--- src/dgc_pkg.sv ---
// dgc_pkg: shared types and codes for the drawn graph edge crossing check.
// No dependencies.
`default_nettype none
package dgc_pkg;

    localparam int COORD_W = 24;
    localparam int ID_W    = 16;

    localparam logic [1:0] OP_LOAD_VERTEX = 2'd0;
    localparam logic [1:0] OP_LOAD_EDGE   = 2'd1;
    localparam logic [1:0] OP_CHECK       = 2'd2;
    localparam logic [1:0] OP_CLEAR       = 2'd3;

    localparam logic [1:0] ST_OK       = 2'd0;
    localparam logic [1:0] ST_UNKNOWN  = 2'd1;
    localparam logic [1:0] ST_OVERFLOW = 2'd2;

    typedef struct packed {
        logic [1:0]                opcode;
        logic [ID_W-1:0]           vertex_id;
        logic signed [COORD_W-1:0] x_coord;
        logic signed [COORD_W-1:0] y_coord;
        logic [ID_W-1:0]           edge_from;
        logic [ID_W-1:0]           edge_to;
    } cmd_t;

    typedef struct packed {
        logic       no_crossing;
        logic [1:0] status;
    } res_t;

    // endpoint lookup query travelling down the vertex cells
    typedef struct packed {
        logic                      valid;
        logic [ID_W-1:0]           from_id;
        logic [ID_W-1:0]           to_id;
        logic                      from_found;
        logic                      to_found;
        logic signed [COORD_W-1:0] fx;
        logic signed [COORD_W-1:0] fy;
        logic signed [COORD_W-1:0] tx;
        logic signed [COORD_W-1:0] ty;
    } vq_t;

    typedef struct packed {
        logic busy;
        logic hit_valid;
        logic hit;
    } pt_stat_t;

endpackage
`default_nettype wire

--- src/dgc_vertex_cell.sv ---
// dgc_vertex_cell: holds one vertex and resolves endpoint ids of a passing query.
// Depends on dgc_pkg.
`default_nettype none
module dgc_vertex_cell #(
    parameter int IDX = 0,
    parameter int VCW = 7,
    parameter int VIW = 6
) (
    input  wire logic                  clk,
    input  wire logic                  rst_n,
    input  wire logic                  load_en,
    input  wire dgc_pkg::cmd_t         load_cmd,
    input  wire logic [VCW-1:0]        count,
    input  wire dgc_pkg::vq_t          q_in,
    input  wire logic [VIW-1:0]        fidx_in,
    input  wire logic [VIW-1:0]        tidx_in,
    output dgc_pkg::vq_t               q_out,
    output logic [VIW-1:0]             fidx_out,
    output logic [VIW-1:0]             tidx_out
);
    import dgc_pkg::*;

    logic [ID_W-1:0]           id_reg;
    logic signed [COORD_W-1:0] x_reg;
    logic signed [COORD_W-1:0] y_reg;
    logic                      valid_reg;
    vq_t                       q_reg;
    vq_t                       q_next;
    logic [VIW-1:0]            fidx_reg, fidx_next;
    logic [VIW-1:0]            tidx_reg, tidx_next;
    logic                      live;

    assign live = VCW'(IDX) < count;

    always_comb
    begin
        q_next    = q_in;
        fidx_next = fidx_in;
        tidx_next = tidx_in;
        if (live && !q_in.from_found && q_in.from_id == id_reg)
        begin
            q_next.from_found = 1'b1;
            q_next.fx         = x_reg;
            q_next.fy         = y_reg;
            fidx_next         = VIW'(IDX);
        end
        if (live && !q_in.to_found && q_in.to_id == id_reg)
        begin
            q_next.to_found = 1'b1;
            q_next.tx       = x_reg;
            q_next.ty       = y_reg;
            tidx_next       = VIW'(IDX);
        end
    end

    always_ff @(posedge clk or negedge rst_n)
    begin
        if (!rst_n)
        begin
            valid_reg <= 1'b0;
        end
        else
        begin
            valid_reg <= q_in.valid;
        end
    end

    always_ff @(posedge clk)
    begin
        if (load_en)
        begin
            id_reg <= load_cmd.vertex_id;
            x_reg  <= load_cmd.x_coord;
            y_reg  <= load_cmd.y_coord;
        end
        q_reg    <= q_next;
        fidx_reg <= fidx_next;
        tidx_reg <= tidx_next;
    end

    always_comb
    begin
        q_out       = q_reg;
        q_out.valid = valid_reg;
    end
    assign fidx_out = fidx_reg;
    assign tidx_out = tidx_reg;
endmodule
`default_nettype wire

--- config.mk ---
export PLATFORM = sky130hd
export DESIGN_NAME = dgc_vertex_cell
export DESIGN_NICKNAME = d
export VERILOG_FILES = /design/src/dgc_pkg.sv /design/src/dgc_vertex_cell.sv
export SDC_FILE = /design/constraint.sdc
export NUM_CORES = 1
export LEC_CHECK = 0
export ABC_AREA = 0
export BUFFER_PORTS_ARGS = -buffer_cell sky130_fd_sc_hd__buf_2
export CORE_AREA = 3 3 151 153
export CTS_CLUSTER_DIAMETER = 200
export DETAILED_ROUTE_END_ITERATION = 8
export DIE_AREA = 0 0 154 156
export PLACE_DENSITY = 0.61
export SYNTH_ARGS = -nofsm -noshare
export SYNTH_HDL_FRONTEND = slang
export SYNTH_SLANG_ARGS = --single-unit
--- constraint.sdc ---
create_clock -name clk -period 2.43 [get_ports clk]
set_input_delay 0.486 -clock clk [delete_from_list [all_inputs] [get_ports clk]]
set_output_delay 0.486 -clock clk [all_outputs]
set_load 0.05 [all_outputs]
-- Word-level counts from Yosys, hierarchy flattened
Cells that the tools add are included.
- register bits after elaboration: 207
- output and inout port bits: 143
- bits of input ports: 251
- logic and storage cells: 25
- reductions and logical operators: 6
- muxes and demuxes: 2
- equality and inequality tests: 2
- $lt $le $gt $ge: 1
- operator list (operator ; count):
    48-bit 2-to-1 mux ; 2
    16-bit == test ; 2
    1-bit by 7-bit less-than comparator with 1-bit output (first input constant) ; 1
    1-bit logical AND ; 4
    1-bit zero test ; 2

-- Depth between registers and ports, before layout
Gate-level depths: netlist (run 1).
- depth in word-level cells: 4
- mapped depth: 6
- mapped depth without buffers: 5

-- Least setup slack after synthesis (run 1)
No wires, ideal clock.
- path kind: in2reg
- start: input port q_in[103] (netlist name)
- end: register q_reg, in the netlist q_out[14]
- stages: 6
- data required time: 2309 ps
- buffers on the path: 1
- arrival time: 2040 ps
- setup slack: 270 ps
- library setup time: 121 ps
- path through: xor2_1 > nor4_1 > nand4_1 > nor4_4 > buf_6 > mux2_2
- RTL lines (element ; line ; RTL):
    from (decl) ; dgc_vertex_cell.sv:14 ; input wire dgc_pkg::vq_t q_in,
    to (signal assigned) ; dgc_vertex_cell.sv:76 ; q_reg <= q_next;
    to (decl) ; dgc_vertex_cell.sv:27 ; vq_t q_reg;

==> results.cfg, run 1 <==
[run_status]
status = finished, final reports clean

[flow_run]
max-cap-violations = 0

[logic_synthesis]
synth-seq-cells = 207
postSynthCellCount = 375
synth_flop_cell = dfxtp_1
synth_top_cell_by_area = dfxtp_1
ys_types = 17
synth_area_um2 = 6480
synth_most_common_cell = dfxtp_1
synth.top_cells.by_area = dfxtp_1 44%, edfxtp_1 30%, mux2_2 15%
synth.avg_cell_area_um2 = 17.3
syn-num-nets = 626
seq_area_frac_synth_pct = 74.0
yosys_warnings = 0
ys_async_sr_fraction_pct = 0.483
synth_common_cells = 142 x dfxtp_1, 89 x mux2_2, 64 x edfxtp_1
yosysTopAreaCellShare_pct = 43.9
synth_edf_count = 64

[cells_and_area]
fillers = 2044
multi_input_area_um2 = 1570
fin_util_pct = 43.3
nets = 1007
fin_area_um2 = 9380
ff_latch_area_um2 = 4790
stdcell_count = 1052
synthToLayoutAreaGrowth_pct = 44.8
drive_above_1_share_pct = 64.0
num_antenna_cells = 0
largest_reg_flops = 130

[place]
portBuffers = 359
placedInstanceArea_um2 = 8610
hpwl_mm = 13.4
gp_congestion = 0.793
dp.cells = 1010

[pwr]
clkPwrFrac_pct = 40.9
combPwrFrac_pct = 11.7
p_leak_uw = 0.00417
powerDensity_nw_per_um2 = 869
net-switching-power_uw = 2010
swShare_pct = 24.6
vdd_drop_max_uv = 478
p_total_uw = 8160
seqPwrFrac_pct = 47.4
internal_power_uw = 6150

[detailed_routing]
ant_nets = 0
detail_route.wirelength_mm = 17.4
drt_iter0_markers = 105
wl_per_cell_um = 16.5
drc = 0
routed_via_density = 4.14
via_count = 4358
dr.pass1.iters = 4

[clocking]
clock_latency_ns = 0.50
h-tree-depth = 1
root_buffer = clkbuf_16
ctsLongestPathBuffers = 3
cts_buffers = 22
path_clk_slew_ns = 0.06
cts_tree = done
clock-sinks = 207

[grt]
globalRouteOverflowTotal = 0
grt_pass1_wl_mm = 25.8
antenna_found_initial = 1
grt.total_usage_pct = 13.6
grt_max_degree = 31
grt_pass1_vias = 4741

[floorplanning]
rows = 54
dieArea_um2 = 24000
die_h_um = 156
core_area_um2 = 21700
io_pins = 394
die_x_um = 154
initial_utilization_pct = 29.9

[worst_setup_path]
cp-end-kind = flip-flop
crit_buf_inv = 1
critPathMaxStageDelay_ns = 0.45
critPathLaunchType = flip-flop
path_cells = xor2_1, nor4_1, nand4_1, nor4_4, buf_12, mux2_2
crit_fanout = 30
critPathSlowestCell = edfxtp_1
cp.required_ns = 2.80
criticalPathCategory = reg2reg
crit_arrival_ns = 2.62
cpLargestDelayFamily = simple AND/OR/NAND/NOR gates

[timing]
slew_violations = 0
max_freq_mhz = 445
setup_viol = 0
fin_crit_sh_pct = 92.4
fin_crit_ns = 2.25
rsz0062_at_grt = false
tightest_slew_ns = 0.406
finalClockSkew_ns = 0.0173
slew_headroom_pct = 72.9
hold_slack_ns = 0.105
hold_viol_final = 0

[worst_hold_path]
hp-class = in2reg
## kinds of logic after synthesis
logic type    count (synthesis)  synth area share (%)
simple gates                 29                  3.17
mux                          96                  16.7
flops                       207                  74.0
xor+xnor                     32                  4.33
buf+inv                      11                  1.85
## worst reg2reg max path, stage by stage, from the launching register on
cell	delay, ns
edfxtp_1	0.45
xor2_1	0.19
nor4_1	0.32
nand4_1	0.21
nor4_4	0.29
buf_12	0.27
mux2_2	0.39
## path summary, 6_finish.rpt
check	slack [ns]	start	endpoint	cells past startpoint
setup / recovery	0.18	id_reg[3]	q_out[73]	6
hold / removal	0.11	q_in[130]	valid_reg	1
setup reg to reg	0.18	id_reg[3]	q_out[73]	6
hold reg to reg	0.49	y_reg[15]	q_out[15]	1
max in group asynchronous	2.04	rst_n	valid_reg	2
min in group asynchronous	0.31	rst_n	valid_reg	2
## through the flow
stage               setup slack [ns]   TNS, ns
floorplan                      0.270         0
global placement            -0.00314  -0.00314
detailed placement           0.00504         0
CTS                            0.103         0
global route                  0.0745         0
finish                         0.184         0
## area by class of cell
class	instances	area share, %
Sequential cell	207	51.1
Clock inverter	3	0.147
Tap cell	280	3.73
Timing Repair Buffer	368	20.5
Clock buffer	37	7.79
Multi-Input combinational cell	157	16.8
## power groups by stage
stage | logic [µW] | registers, µW | clock network [µW]
after detailed placement | 958 | 3940 | 0
after global placement | 952 | 3930 | 0
after CTS | 962 | 3870 | 3460
after floorplan | 145 | 4370 | 0
after global routing | 1000 | 3890 | 3580
final | 954 | 3860 | 3340
## cell usage in the layout, fill, tap and decap left out, types with 4 or more instances in the layout
cell type and instances:
buf_2 358, dfxtp_1 142, mux2_2 89, edfxtp_1 64, xnor2_1 26, clkbuf_16 25
nor2b_1 12, mux2_1 7, nand4_1 6, xor2_1 6, clkbuf_8 6, clkbuf_1 6
buf_4 4, buf_12 4
## layer usage
layer	vias to the layer above	wire length (µm)	track usage [%]
li1	2087	-	-
met1	2042	6530	15.1
met2	198	9020	24.9
met3	29	1440	3.91
met4	2	390	4.50
met5	-	20	0
## timing repair
item	in CTS	in global routing
endpoints found under the hold margin	1	0
buffers inserted	0	1
hold buffers	1	0
gates resized for setup	0	2
endpoints found under the setup margin	0	3
(Power assumes the default switching activity.)
==> run 2: changes to the inputs <==
==> config.mk (replaced) <==
export PLATFORM = sky130hd
export DESIGN_NAME = dgc_vertex_cell
export DESIGN_NICKNAME = d
export VERILOG_FILES = /design/src/dgc_pkg.sv /design/src/dgc_vertex_cell.sv
export SDC_FILE = /design/constraint.sdc
export NUM_CORES = 1
export LEC_CHECK = 0
export ABC_AREA = 1
export BUFFER_PORTS_ARGS = -buffer_cell sky130_fd_sc_hd__buf_2
export CORE_AREA = 3 3 152 154
export CTS_CLUSTER_DIAMETER = 200
export DETAILED_ROUTE_END_ITERATION = 8
export DIE_AREA = 0 0 155 157
export PLACE_DENSITY = 0.63
export SYNTH_ARGS = -nofsm -noshare
export SYNTH_HDL_FRONTEND = slang
export SYNTH_SLANG_ARGS = --single-unit
==> run 2 against run 1 <==
  * Sequential power about the same
  * Final cell count up 31%
  * Clock power up 7.2%
  * Area after synthesis up 9.4%
  * Power up 4.7%
  * Clock skew down 0.0022 ns
  * Fmax up 33%
  * Critical endpoint is now q_out[30]
==> results.cfg, run 2 <==
[run_status]
status = finished, final reports clean

[timing]
slew_violations = 0
max_freq_mhz = 593
setup_viol = 0
slew_headroom_pct = 68.5
rsz0062_at_grt = false
fin_crit_sh_pct = 69.4
hold_viol_final = 0
finalClockSkew_ns = 0.0151
hold_slack_ns = 0.0927
fin_crit_ns = 1.69
tightest_slew_ns = 0.472
tns_ns = 0

[worst_setup_path]
cp-end-kind = flip-flop
cp.required_ns = 2.88
critPathLaunchType = flip-flop
criticalPathCategory = reg2reg
crit_fanout = 25
crit_arrival_ns = 2.14

[detailed_routing]
drc = 0
ant_nets = 0
routed_via_density = 4.50
drt_iter0_markers = 243
detail_route.wirelength_mm = 23.1
dr.pass1.iters = 5
via_count = 6189
wl_per_cell_um = 16.8

[pwr]
vdd_drop_max_uv = 667
net-switching-power_uw = 2280
powerDensity_nw_per_um2 = 855
p_leak_uw = 0.00510
combPwrFrac_pct = 12.8
internal_power_uw = 6260
seqPwrFrac_pct = 45.3
clkPwrFrac_pct = 41.9
swShare_pct = 26.6

[logic_synthesis]
yosys_warnings = 0
synth_area_um2 = 7090
yosysTopAreaCellShare_pct = 40.1
ys_types = 23
ys_async_sr_fraction_pct = 0.483
syn-num-nets = 965
postSynthCellCount = 714
synth_top_cell_by_area = dfxtp_1
synth_edf_count = 64
synth.avg_cell_area_um2 = 9.93
synth_most_common_cell = nand2_1
synth-seq-cells = 207
synth.top_cells.by_area = dfxtp_1 40%, edfxtp_1 27%, nand2_1 14%
synth_flop_cell = dfxtp_1
synth_common_cells = 269 x nand2_1, 142 x dfxtp_1, 96 x nand4_1
seq_area_frac_synth_pct = 67.6

[grt]
grt_max_degree = 37
grt.total_usage_pct = 17.9
grt_pass1_wl_mm = 34.2
grt_pass1_vias = 6274
antenna_found_initial = 2
globalRouteOverflowTotal = 0

[clocking]
path_clk_slew_ns = 0.06
clock-sinks = 207
cts_tree = done
ctsLongestPathBuffers = 3
root_buffer = clkbuf_16
cts_buffers = 23
cts_setup_buffers = 0
h-tree-depth = 1
clock_latency_ns = 0.51

[floorplanning]
core_area_um2 = 21800
dieArea_um2 = 24300
io_pins = 394
rows = 54
initial_utilization_pct = 32.5
die_x_um = 155
die_h_um = 157

[cells_and_area]
layout_common_cells = 358 x buf_2, 269 x nand2_1, 142 x dfxtp_1
fillers = 2137
drive_above_1_share_pct = 39.7
multi_input_area_um2 = 1900
ff_latch_area_um2 = 4790
largest_reg_flops = 130
nets = 1327
final_common_cell = buf_2
fin_area_um2 = 9990
synthToLayoutAreaGrowth_pct = 41.0
stdcell_count = 1375

[worst_hold_path]
hp-class = in2reg

[place]
portBuffers = 359
hpwl_mm = 17.1
placedInstanceArea_um2 = 9190
gp_congestion = 0.802
dp.cells = 1330

[flow_run]
max-cap-violations = 0
run 2: cell types whose count changed in the layout (fill, tap and decap cells not counted), sizes merged, moves of 4 or more:
cell / previous run / this run
mux2: 96 / 0
o21ai: 0 / 6
nor2b: 12 / 0
nor2: 0 / 36
buf: 367 / 377
nand2: 1 / 269
clkbuf: 37 / 31
inv: 0 / 50
clkinv: 3 / 8
nand4: 6 / 96
nor4: 5 / 0
xor2: 6 / 2
xnor2: 26 / 4
run 2: critical path: stages (launching register included):
cell	delay, ns
edfxtp_1	0.42
nand2_1	0.10
nand2_1	0.05
nor2_1	0.16
nand2_1	0.11
nor2_4	0.15
buf_4	0.33
nand4_1	0.18
nand2_1	0.09
run 2: cell families (layout without fill, tap and decap cells):
family                    count (synthesis)  after routing  share of synthesized area (%)
DFF                                     207            207                           67.6
other                                     0              2                              0
xor gates and xnor gates                  6              6                          0.741
AOI/OAI and AO/OA                         6              6                          0.424
and+or+nand+nor                         405            405                           25.2
buffers and inverters                    90            469                           6.05
run 2: per-stage QoR:
stage	util (%)	setup slack (ns)	power, µW
after floorplan	-	0.989	4600
after global placement	42.1	0.571	5030
after detailed placement	42.1	0.516	5040
after CTS	45.8	0.728	8660
after global routing	45.8	0.626	8880
final	45.8	0.743	8540
run 2: layer usage:
layer	track usage, %	wire length (µm)
met2	32.0	11600
met1	21.5	8950
met5	0	7
met4	5.47	595
met3	4.29	1890
run 2: power groups by stage:
stage / clock network [µW] / registers [µW] / logic [µW]
after floorplan: 0 / 4380 / 223
after global placement: 0 / 3940 / 1090
after detailed placement: 0 / 3940 / 1100
after CTS: 3690 / 3870 / 1100
after global routing: 3830 / 3890 / 1170
final: 3580 / 3870 / 1090
run 2: timing repair:
| item | CTS | global route |
|---|---|---|
| hold buffers | 1 | 0 |
| hold endpoints to repair | 1 | 0 |
| resized for setup | 0 | 0 |
run 2: path summary, 6_finish.rpt:
path	startpoint	end	slack (ns)	cells after the start
max in group asynchronous	rst_n	valid_reg	2.04	2
worst min register to register	x_reg[22]	q_out[46]	0.52	2
worst min-delay path	q_in[130]	valid_reg	0.09	1
worst max-delay path	id_reg[0]	q_out[30]	0.74	8
worst max register to register	id_reg[0]	q_out[30]	0.74	8
min in group asynchronous	rst_n	valid_reg	0.30	2
run 2: layout make-up:
class                   instances  area share (%)
flip-flops and latches        207            47.9
repair buffers                378            19.7
multi-input cells             417            19.1
clock buffers                  31            6.79
well taps                     280            3.51
inverters                      49            1.85
clock inverters                11            1.11
diodes                          2          0.0501
==> run 3: changes to the inputs <==
==> config.mk (replaced) <==
export PLATFORM = sky130hd
export DESIGN_NAME = dgc_vertex_cell
export DESIGN_NICKNAME = d
export VERILOG_FILES = /design/src/dgc_pkg.sv /design/src/dgc_vertex_cell.sv
export SDC_FILE = /design/constraint.sdc
export NUM_CORES = 1
export LEC_CHECK = 0
export ABC_AREA = 0
export BUFFER_PORTS_ARGS = -buffer_cell sky130_fd_sc_hd__buf_2
export CORE_AREA = 3 3 151 153
export CTS_CLUSTER_DIAMETER = 200
export DETAILED_ROUTE_END_ITERATION = 8
export DIE_AREA = 0 0 154 156
export PLACE_DENSITY = 0.61
export SYNTH_ARGS = -nofsm -noshare
export SYNTH_HDL_FRONTEND = slang
export SYNTH_SLANG_ARGS = --single-unit
==> constraint.sdc (replaced) <==
create_clock -name clk -period 1.6 [get_ports clk]
set_input_delay 0.32 -clock clk [delete_from_list [all_inputs] [get_ports clk]]
set_output_delay 0.32 -clock clk [all_outputs]
set_load 0.05 [all_outputs]
==> run 3 against run 2 <==
  * The flow now finishes with violations (setup timing)
  * Worst setup slack worse by 1.3 ns
  * Sequential power is 52% higher
  * Wire length is 15% lower
  * Non-clock buffer count is 111 higher
  * Sequential share of layout area is 4.1 points lower
  * Worst hold slack worse by 0.060 ns
  * Clock skew is 0.0074 ns lower
  * Die area is 1.3% lower
  * Fmax is 23% lower
  * Sequential cell count stayed put
  * Critical path type unchanged
  * Largest power group unchanged
==> results.cfg, run 3 (synthesis results as in run 1) <==
[run_status]
status = finished, violations left
failed_checks = setup timing

[grt]
grt_pass1_vias = 5327
globalRouteOverflowTotal = 0
antenna_found_initial = 0
grt_pass1_wl_mm = 29.0
grt.total_usage_pct = 15.2
grt_max_degree = 40

[timing]
setup_slack_ns = -0.585
max_freq_mhz = 458
tns_ns = -52.47
fin_crit_ns = 2.18
setup_viol = 110
rsz0062_at_grt = true
hold_slack_ns = 0.0325
finalClockSkew_ns = 0.00776
fin_crit_sh_pct = 137
hold_viol_final = 0
slew_headroom_pct = 79.3
tightest_slew_ns = 0.313
slew_violations = 0

[place]
portBuffers = 359
hpwl_mm = 13.9
gp_congestion = 0.794
placedInstanceArea_um2 = 8800

[worst_setup_path]
worstRegToRegCells = 8
crit_start = id_reg[5]
criticalPathCategory = reg2reg
r2r_end = q_out[57]
cp-end-kind = flip-flop
critPathLaunchType = flip-flop
timing.rr.start = id_reg[5]
regToRegSetupSlack_ns = -0.58
endpoint = q_out[57]
crit_fanout = 22
crit_arrival_ns = 2.56
cp.required_ns = 1.98

[detailed_routing]
routed_via_density = 4.09
ant_nets = 0
dr_wl_met2_mm = 10.4
detail_route.wirelength_mm = 19.6
dr.max_layer_used = met4
wl_met3_mm = 1.41
drt_iter0_markers = 145
via_count = 4806
dr.pass1.iters = 4
wl_per_cell_um = 16.7
wl_met1_mm = 7.36
drc = 0

[clocking]
ctsLongestPathBuffers = 3
clock_latency_ns = 0.49
cts_buffers = 23
root_buffer = clkbuf_16
h-tree-depth = 1
path_clk_slew_ns = 0.06
clock-sinks = 207
cts_tree = done

[pwr]
powerDensity_nw_per_um2 = 1160
p_total_uw = 12700
p_leak_uw = 0.00497
vdd_drop_max_uv = 799

[worst_hold_path]
worst_hold_startpoint = load_cmd[86]
hp-class = in2reg

[floorplanning]
dieArea_um2 = 24000
initial_utilization_pct = 29.9
die_x_um = 154
io_pins = 394
rows = 54
die_h_um = 156
core_area_um2 = 21700

[cells_and_area]
largest_reg_flops = 130
synthToLayoutAreaGrowth_pct = 68.9
nets = 1129
num_antenna_cells = 0
fin_area_um2 = 10900
fin_util_pct = 50.4
drive_above_1_share_pct = 59.3
final_common_cell = buf_2
layout_common_cells = 358 x buf_2, 142 x dfxtp_1, 93 x dlygate4sd3_1

[flow_run]
max-cap-violations = 0
[run 3: changes by cell type in the layout (fill, tap and decap cells not counted), sizes merged, moves of 4 or more]
cell / change
xnor2: +22
nor2b: +12
nor2: -36
mux2: +96
dlygate4sd3: +92
o21ai: -6
nor4: +5
buf: +18
nand4: -90
nand2: -268
xor2: +4
inv: -49
clkbuf: +5
clkinv: -4
[run 3: worst min path at each step]
| stage | to | cells after the start | slack [ns] |
|---|---|---|---|
| after floorplan | valid_reg | 0 | 0.02 |
| after global placement | valid_reg | 1 | 0.1 |
| after detailed placement | valid_reg | 1 | 0.1 |
| after CTS | id_reg[7] | 1 | 0.005 |
| after global routing | id_reg[6] | 1 | 0.009 |
| final | id_reg[6] | 1 | 0.03 |
[run 3: cell type report]
cell class / instances / area [µm²]
clock buffers: 35 / 703
clock inverters: 6 / 36.3
fillers: 1866 / 10800
multi-input cells: 157 / 1850
flip-flops and latches: 207 / 4790
well taps: 280 / 350
repair buffers: 489 / 3210
[run 3: per-layer routing]
metal	global-route usage, %	vias up
met2	28.3	196
met1	17.1	2240
li1	-	2338
met5	0	-
met3	3.80	32
met4	4.58	0
[run 3: what timing repair did]
action | 4_1_cts | 5_1_grt
gates resized for setup | 72 | 24
buffers inserted | 12 | 2
hold buffers | 93 | 0
pin swaps | 2 | 1
endpoints found under the setup margin | 110 | 110
endpoints found under the hold margin | 93 | 0
gates cloned | 2 | 1
[run 3: worst max-delay path: stages (launching register included)]
cell and delay [ns]:
edfxtp_1 0.41, buf_4 0.16, xor2_1 0.16, nor4_2 0.20, nand4_1 0.21, nor4_4 0.18, buf_6 0.18, buf_12 0.19
mux2_2 0.36
[run 3: per-stage QoR]
| stage | std cells | setup WS [ns] |
|---|---|---|
| final | 1174 | -0.585 |
| after global routing | 1174 | -0.684 |
| after global placement | 1029 | -0.581 |
| after floorplan | 375 | -0.510 |
| after CTS | 1177 | -0.584 |
| after detailed placement | 1029 | -0.649 |
[run 3: power breakdown]
part | leakage (µW) | switching [µW] | internal, µW
clock | 0.000361 | 2050 | 3040
sequential | 0.00184 | 128 | 5750
combinational | 0.00277 | 1030 | 709
